### src/hw/rtl/fvc_pkg.sv
`default_nettype none

package fvc_pkg;

  localparam int unsigned IdxW = 32;
  localparam int unsigned CntW = 32;
  localparam logic [CntW-1:0] CntMax = '1;

  typedef struct packed {
    logic [IdxW-1:0] vertex_index;
    logic            list_start;
  } in_beat_t;

  typedef struct packed {
    logic            cache_hit;
    logic [CntW-1:0] hit_total;
    logic [CntW-1:0] index_total;
  } out_beat_t;

  // control broadcast to every cell of the row
  typedef struct packed {
    logic lookup;
    logic shift;
  } cell_ctrl_t;

  typedef enum logic [1:0] {
    ST_IDLE,
    ST_LOOKUP,
    ST_UPDATE
  } state_t;

endpackage

`default_nettype wire

### src/hw/rtl/fvc_cell.sv
`default_nettype none

// one cache entry: compares against the key and hands its entry to the next cell
module fvc_cell (
  input  wire logic                        clk,
  input  wire logic                        rst_n,
  input  wire fvc_pkg::cell_ctrl_t         ctrl,
  input  wire logic [fvc_pkg::IdxW-1:0]    key,
  input  wire logic [fvc_pkg::IdxW-1:0]    prev_index,
  input  wire logic                        prev_valid,
  output logic      [fvc_pkg::IdxW-1:0]    index,
  output logic                             valid,
  output logic                             match
);

  logic [fvc_pkg::IdxW-1:0] index_r;
  logic                     valid_r;
  logic                     match_r;

  always_ff @(posedge clk) begin
    if (!rst_n) begin
      valid_r <= 1'b0;
      match_r <= 1'b0;
    end else begin
      if (ctrl.lookup) begin
        match_r <= valid_r && (index_r == key);
      end
      if (ctrl.shift) begin
        valid_r <= prev_valid;
      end
    end
  end

  always_ff @(posedge clk) begin
    if (ctrl.shift) begin
      index_r <= prev_index;
    end
  end

  assign index = index_r;
  assign valid = valid_r;
  assign match = match_r;

endmodule

`default_nettype wire

### src/hw/rtl/fifo_vertex_cache_hit_counter_top.sv
// FIFO vertex cache hit counter
// in channel: one vertex index per beat, with list_start to clear the cache
//   and both counters before that index is looked up
// out channel: one beat per input beat, in order: hit flag, saturating hit
//   count and saturating index count for the current list
// the cache is a row of CACHE_ENTRIES cells; a miss shifts the new index into
//   the head cell and every cell hands its entry on, so the oldest falls off
//   the tail, which is first-in-first-out replacement
// steps per beat, in order: accept, compare in every cell, then reduce the
//   match bits and update the row and counters; a beat is only accepted
//   once the previous one has left the update step
// the next input beat is taken while a result waits in the output register;
//   if the receiver stalls, the following result holds in the update step
//   until the output register frees up, and no further beat is taken
// reset (rst_n low, synchronous): all entries empty, counters zero, both
//   channels idle
`default_nettype none

module fifo_vertex_cache_hit_counter_top #(
  parameter int unsigned CACHE_ENTRIES = 32
) (
  input  wire logic               clk,
  input  wire logic               rst_n,
  input  wire logic               in_valid,
  output logic                    in_ready,
  input  wire fvc_pkg::in_beat_t  in_data,
  output logic                    out_valid,
  input  wire logic               out_ready,
  output fvc_pkg::out_beat_t      out_data
);

  fvc_pkg::state_t state_r, state_nxt;

  // held input beat
  fvc_pkg::in_beat_t in_r;

  // counters
  logic [fvc_pkg::CntW-1:0] hit_cnt_r, hit_cnt_nxt;
  logic [fvc_pkg::CntW-1:0] seen_cnt_r, seen_cnt_nxt;

  // output register
  logic               out_valid_r;
  fvc_pkg::out_beat_t out_r;

  // cell row wiring
  logic [fvc_pkg::IdxW-1:0] cell_index [CACHE_ENTRIES];
  logic [CACHE_ENTRIES-1:0] cell_valid;
  logic [CACHE_ENTRIES-1:0] cell_match;
  logic [fvc_pkg::IdxW-1:0] chain_index [CACHE_ENTRIES];
  logic [CACHE_ENTRIES-1:0] chain_valid;

  fvc_pkg::cell_ctrl_t ctrl;
  logic in_take;
  logic upd_go;
  logic hit;

  // next state
  always_comb begin
    state_nxt = state_r;
    case (state_r)
      fvc_pkg::ST_IDLE: begin
        if (in_valid) state_nxt = fvc_pkg::ST_LOOKUP;
      end
      fvc_pkg::ST_LOOKUP: begin
        state_nxt = fvc_pkg::ST_UPDATE;
      end
      fvc_pkg::ST_UPDATE: begin
        if (!out_valid_r || out_ready) state_nxt = fvc_pkg::ST_IDLE;
      end
      default: begin
        state_nxt = fvc_pkg::ST_IDLE;
      end
    endcase
  end

  // outputs of the sequencer
  always_comb begin
    in_ready = 1'b0;
    upd_go   = 1'b0;
    case (state_r)
      fvc_pkg::ST_IDLE: begin
        in_ready = 1'b1;
      end
      fvc_pkg::ST_LOOKUP: begin
        in_ready = 1'b0;
      end
      fvc_pkg::ST_UPDATE: begin
        upd_go = !out_valid_r || out_ready;
      end
      default: begin
        in_ready = 1'b0;
      end
    endcase
  end

  assign in_take = in_valid && in_ready;

  // a list start empties the cache, so its lookup never counts as a hit
  assign hit = !in_r.list_start && (|cell_match);

  assign ctrl.lookup = (state_r == fvc_pkg::ST_LOOKUP);
  assign ctrl.shift  = upd_go && !hit;

  // head cell takes the new index; the rest take their neighbor's entry,
  // dropped to empty when the list restarts
  always_comb begin
    for (int i = 0; i < int'(CACHE_ENTRIES); i++) begin
      if (i == 0) begin
        chain_index[i] = in_r.vertex_index;
        chain_valid[i] = 1'b1;
      end else begin
        chain_index[i] = cell_index[i-1];
        chain_valid[i] = cell_valid[i-1] && !in_r.list_start;
      end
    end
  end

  for (genvar g = 0; g < int'(CACHE_ENTRIES); g++) begin : g_cell
    fvc_cell u_cell (
      .clk        (clk),
      .rst_n      (rst_n),
      .ctrl       (ctrl),
      .key        (in_r.vertex_index),
      .prev_index (chain_index[g]),
      .prev_valid (chain_valid[g]),
      .index      (cell_index[g]),
      .valid      (cell_valid[g]),
      .match      (cell_match[g])
    );
  end

  // saturating counters, restarted by list start
  always_comb begin
    hit_cnt_nxt  = in_r.list_start ? '0 : hit_cnt_r;
    seen_cnt_nxt = in_r.list_start ? '0 : seen_cnt_r;
    if (hit && hit_cnt_nxt != fvc_pkg::CntMax) begin
      hit_cnt_nxt = hit_cnt_nxt + 1'b1;
    end
    if (seen_cnt_nxt != fvc_pkg::CntMax) begin
      seen_cnt_nxt = seen_cnt_nxt + 1'b1;
    end
  end

  always_ff @(posedge clk) begin
    if (!rst_n) begin
      state_r     <= fvc_pkg::ST_IDLE;
      hit_cnt_r   <= '0;
      seen_cnt_r  <= '0;
      out_valid_r <= 1'b0;
    end else begin
      state_r <= state_nxt;
      if (upd_go) begin
        hit_cnt_r   <= hit_cnt_nxt;
        seen_cnt_r  <= seen_cnt_nxt;
        out_valid_r <= 1'b1;
      end else if (out_ready) begin
        out_valid_r <= 1'b0;
      end
    end
  end

  // payload registers
  always_ff @(posedge clk) begin
    if (in_take) begin
      in_r <= in_data;
    end
    if (upd_go) begin
      out_r.cache_hit   <= hit;
      out_r.hit_total   <= hit_cnt_nxt;
      out_r.index_total <= seen_cnt_nxt;
    end
  end

  assign out_valid = out_valid_r;
  assign out_data  = out_r;

endmodule

`default_nettype wire
### config.mk
export PLATFORM = sky130hd
export DESIGN_NAME = fifo_vertex_cache_hit_counter_top
export DESIGN_NICKNAME = d
export VERILOG_FILES = /design/src/hw/rtl/fvc_pkg.sv /design/src/hw/rtl/fvc_cell.sv /design/src/hw/rtl/fifo_vertex_cache_hit_counter_top.sv
export SDC_FILE = /design/constraint.sdc
export NUM_CORES = 2
export LEC_CHECK = 0
export ABC_AREA = 1
export BUFFER_PORTS_ARGS = -buffer_cell sky130_fd_sc_hd__buf_4
export CORE_MARGIN = 10
export CORE_UTILIZATION = 40
export CTS_CLUSTER_SIZE = 30
export DETAILED_ROUTE_END_ITERATION = 8
export PLACE_DENSITY = 0.58
export SETUP_SLACK_MARGIN = 0.02
export SLEW_MARGIN = 25
export SYNTH_ARGS = -nofsm -noshare
export SYNTH_HDL_FRONTEND = slang
export SYNTH_HIERARCHICAL = 1
export SYNTH_SLANG_ARGS = --single-unit
### constraint.sdc
create_clock -name clk -period 63 [get_ports clk]
set_input_delay 9.45 -clock clk [delete_from_list [all_inputs] [get_ports clk]]
set_output_delay 9.45 -clock clk [all_outputs]
set_load 0.1 [all_outputs]
**Yosys cells after proc, flatten, opt, wreduce, memory -nomap -nowiden**

Index checks and enable logic that the tools add are counted.

- Bits of input ports: 37
- Word-level logic and storage cells: 231
- Bits in latches: 0
- Memory bits (writable): 0
- Output and inout port bits: 67
- Register bits after elaboration: 1253
- ROM bits: 0
- Memories kept: 0

- $mul: 0
- Reduce and logical (&&, ||, !) cells: 75
- $lt $le $gt $ge: 0
- Equal/unequal tests: 38
- Mux-type cells: 11
- Bitwise operators: 0
- Divide/modulo/power cells: 0
- $add $sub $neg: 2
- Shifts and indexed selects: 0

Operator list:

| operator | count |
|---|---|
| 32-bit == test | 32 |
| 32-bit two-way mux | 4 |
| 1-bit logical AND | 67 |
| 32-bit by 1-bit adder with 32-bit output, second input constant | 2 |
| 32-bit != test, second input constant | 2 |
| 32-bit OR reduction | 1 |
| 2-bit one-hot mux with 3 select lines | 1 |
| 1-bit two-way mux | 4 |
| 2-bit two-way mux | 2 |
| 2-bit != test, second input constant | 2 |
| 1-bit logical NOT | 3 |
| 2-bit by 1-bit == test with 1-bit output, second input constant | 1 |
| 2-bit == test, second input constant | 1 |
| 2-bit logical NOT | 1 |
| 2-bit AND reduction | 1 |
| 2-bit nonzero test | 1 |
| 1-bit logical OR | 1 |

**Depth between registers and ports, before layout**

- Depth in word-level cells: 4
- Mapped depth: 16
- Depth with buffers taken out: 14

**Modules after synthesis**

Netlist, hierarchy kept.

By module, submodules not included:

| module | area an instance (um^2) | seq. area each (um^2) | times used | cells an instance |
|---|---|---|---|---|
| fvc_cell | 1582.8 | 1001.0 | 32 | 166 |
| fifo_vertex_cache_hit_counter_top | 9150.0 | 4284.1 | 1 | 1274 |

**Least setup slack after synthesis**

OpenSTA, ideal clock, no wires.

- Path kind: input-to-reg
- Start point: input out_ready
- End point: register g_cell[10].u_cell.valid_r
- Path buffers: 2
- Required time: 61.307 ns
- Setup time: 1.693 ns
- Setup slack: 5.976 ns
- Data arrival time: 55.331 ns
- Stages on the path: 7
- Path through: nor2_1 inv_1 nand2_1 clkbuf_1 clkbuf_1 nor2_1 a21oi_1

RTL lines:

| what | line | RTL |
|---|---|---|
| start, declared | fifo_vertex_cache_hit_counter_top.sv:28 | `input wire logic out_ready,` |
| end signal, assigned | fvc_cell.sv:29 | `valid_r <= prev_valid;` |
| end, declared | fvc_cell.sv:17 | `logic valid_r;` |

==> summary.txt <==
Run status
  – Status: finished clean

Floorplan
  – DIE WIDTH: 407 um
  – Row count: 141
  – Initial Utilization: 0.404
  – Die area: between 150000 and 200000 sq um
  – Die H: 407 um
  – I/O Pins: roughly 100
  – Core Box Area: roughly 150000 sq um

Worst setup path
  – Crit Path Max Fanout: approximately 170
  – Crit path arrival time: around 14 ns
  – Data required, critical path: around 63 ns
  – Worst setup SP type: input pin
  – Setup crit end kind: flop
  – Crit path kind: input pin to flop

Run
  – Max Cap Viol: 0

Placed design
  – Routability congestion estimate: between 0.8 and 0.9
  – Hpwl dp: ~83000 um
  – PortBufs: about 100

Power
  – Switch Pwr: approximately 440 uW
  – Seq pwr share: 0.499
  – Clock share of power: 0.433
  – Comb pwr share: 0.068
  – VDD IR max: 0.0264 mV
  – Sw Share: 0.236
  – LEAKAGE: roughly 29 nW
  – PD cells: roughly 28 nW/um^2
  – P_int: ~1.4 mW

CTS
  – CTS Root Cell: clkbuf_16
  – Maximum buffer depth of the clock tree: 3
  – Hold-fix buffers at CTS: 0
  – # H-tree levels: 4
  – Post-CTS setup buffer count: 0
  – CTS Buf Count: ~140
  – CTS tree: done
  – Clk slew on worst S/H paths: approximately 0.060 ns
  – Post-CTS sizing: 0
  – Clk_lat worst skew: slightly below 0.8 ns
  – CTS Sinks: ~1300

Cells and area
  – Final net count: approximately 6900
  – FF/Latch Area: 36300 sq um
  – Fill count: 13800
  – Area growth syn-to-layout: 13.3%
  – Layout cells sized above 1: 0.0633
  – Post-layout util: 0.457
  – Multi-input gate area: roughly 18000 sq um

Global routing
  – Grt met2 use: 0.272
  – Global-route wire length before repair: around 200000 um
  – Vias in the first global route: about 40000
  – Largest net degree at the start of global routing: 204
  – Met3 GRT Util: 0.0251
  – GRT Util Overall: 0.147
  – GRT met1 Usage: 0.170
  – Layer with the highest usage: met2
  – Initial antenna violation count: 1
  – GRT Residual Overflow: 0

Routing
  – DRC viols: 0
  – Routed wire length: ~120000 um
  – Drt pass-1 iters: 6
  – Vias after detailed routing: 40500
  – Vias per cell: approximately 4.6
  – Initial DRC count: approximately 2700
  – Antenna Nets Post-Route: 0
  – Wire length per cell: 13.9 um

Timing
  – Max Slew Vio Count: 0
  – Tmin final: about 13 ns
  – Final Hold Vio Count: 0
  – Final worst path period share: 0.211
  – Fin Setup TNS: 0 ns
  – Clock skew: between 0.03 and 0.04 ns
  – Maximum clock rate: approximately 0.075 GHz
  – Worst-margin pin slew: roughly 1.2 ns
  – # setup viols final: 0
  – Slew HR: 0.207
  – RSZ-0062 raised after global routing: false

Logic synthesis
  – Yosys cell types: 33
  – Mean Syn Cell Area: slightly above 9 sq um
  – Synthesized Nets: around 6600
  – Yosys warns: 6
  – Mapped Cells: 6586
  – Post-synthesis sequential area ratio: 0.607
  – Synth area leader: edfxtp_1
  – Yosys reg bits: 1253
  – Post-Syn Area: 59800 sq um
  – Yosys top cell area share: 0.563
  – Top cells by area, synth: edfxtp_1 56%, nand2_1 13%, inv_1 8.8%, nor2_1 5.2%, xnor2_1 4.7%

Worst hold path
  – Hold Path Class: flop to flop
-- worst paths after layout --
check	slack (ns)	start	cells after the start	to
worst max-delay path	49.71	out_ready	11	g_cell[4].u_cell/index[13]
worst min-delay path	0.44	g_cell[3].u_cell/index[5]	0	g_cell[4].u_cell/index[5]
worst max register to register	57.41	g_cell[0].u_cell/match	13	g_cell[4].u_cell/index[13]
worst min register to register	0.44	g_cell[3].u_cell/index[5]	0	g_cell[4].u_cell/index[5]
-- flip-flops by register name, indices dropped and copies added, names as in the netlist --
register and cells:
out_data 65, seen_cnt_r 32, chain_index 32, in_r 1
g_cell.u_cell/index 1024, hit_cnt_r 32, g_cell.u_cell/match 32, state_r 2
g_cell.u_cell/valid 32, out_valid 1
-- synth_stat cells --
cell type,n
a21oi_1,61
a21oi_2,32
and2_4,1
buf_1,1
buf_2,8
buf_4,3
buf_6,11
buf_8,1
clkbuf_1,21
conb_1,1
dfxtp_1,131
edfxtp_1,1122
inv_1,1405
inv_2,2
inv_8,1
nand2_1,1998
nand2_2,13
nand2_4,1
nand3_1,192
nand3_2,16
nand3_4,1
nand3b_1,6
nand4_1,169
nor2_1,836
nor2_2,9
nor2_4,5
nor3_1,2
nor4_1,1
o21ai_0,106
o21ai_1,2
o22ai_1,32
xnor2_1,321
xor2_1,75
-- layer usage --
metal | vias to the layer above | wire, um
li1 | 21000 | -
met1 | 18800 | 52100
met2 | 560 | 63600
met3 | 206 | 4390
met4 | 0 | 3630
met5 | - | 0
-- power by group through the flow --
stage               Combinational (mW)  Sequential (mW)  Clock (mW)
floorplan                       0.0781             1.01           0
global placement                 0.125            0.954           0
detailed placement               0.129            0.956           0
CTS                              0.130            0.938       0.836
global route                     0.146            0.940       0.868
finish                           0.128            0.938       0.815
-- metrics by stage --
stage	hold WS (ns)	setup slack, ns	area, sq um	cells	power (mW)
after floorplan	0.426	5.98	59800	6586	1.09
after global placement	0.429	48.98	63100	8624	1.08
after detailed placement	0.432	48.96	63100	8624	1.08
after CTS	0.431	49.80	67700	8878	1.90
after global routing	0.439	49.42	67800	8880	1.95
final	0.438	49.71	67800	8880	1.88
-- kinds of logic (layout without fill, tap and decap cells) --
| kind of cell | Yosys count | after routing | synth area share |
|---|---|---|---|
| AND/OR/NAND/NOR | 3250 | 3250 | 0.219 |
| other | 1 | 2 | 0.0000627 |
| AO/OA/AOI/OAI | 233 | 233 | 0.0222 |
| flip-flops | 1253 | 1253 | 0.607 |
| XOR/XNOR | 396 | 396 | 0.0580 |
| buffers and inverters | 1453 | 1816 | 0.0933 |
-- critical path: stages --
cell and delay [ns]:
buf_4 0.08, nor2_1 0.04, inv_1 0.08, nand2_2 0.04, buf_4 0.32, nor2_4 0.20
buf_12 0.53, buf_4 0.78, buf_12 0.42, buf_16 0.50, buf_4 0.84
-- area by class of cell --
| class | instances | share of cell area |
|---|---|---|
| diodes | 1 | 0.0000369 |
| clock buffers | 178 | 0.0547 |
| clock inverters | 76 | 0.0129 |
| inverters | 1408 | 0.0781 |
| multi-input cells | 3880 | 0.265 |
| flip-flops and latches | 1253 | 0.536 |
| well taps | 1930 | 0.0356 |
| repair buffers | 154 | 0.0180 |
-- layout by cell type (no fill, tap or decap), types with 2 or more instances in the layout --
| cell | instances |
|---|---|
| a21oi_1 | 61 |
| a21oi_2 | 32 |
| buf_12 | 3 |
| buf_4 | 148 |
| buf_6 | 2 |
| bufinv_16 | 12 |
| clkbuf_1 | 31 |
| clkbuf_16 | 139 |
| clkbuf_8 | 8 |
| clkinv_1 | 23 |
| clkinv_16 | 5 |
| clkinv_2 | 20 |
| clkinv_8 | 3 |
| clkinvlp_4 | 7 |
| dfxtp_1 | 131 |
| edfxtp_1 | 1122 |
| inv_1 | 1404 |
| inv_16 | 2 |
| inv_2 | 2 |
| inv_6 | 4 |
| nand2_1 | 1997 |
| nand2_2 | 14 |
| nand3_1 | 192 |
| nand3_2 | 16 |
| nand3b_1 | 6 |
| nand4_1 | 169 |
| nor2_1 | 834 |
| nor2_2 | 9 |
| nor2_4 | 7 |
| o21ai_0 | 106 |
| o21ai_1 | 2 |
| o22ai_1 | 32 |
| xnor2_1 | 321 |
| xor2_1 | 75 |
(Power assumes the default switching activity.)
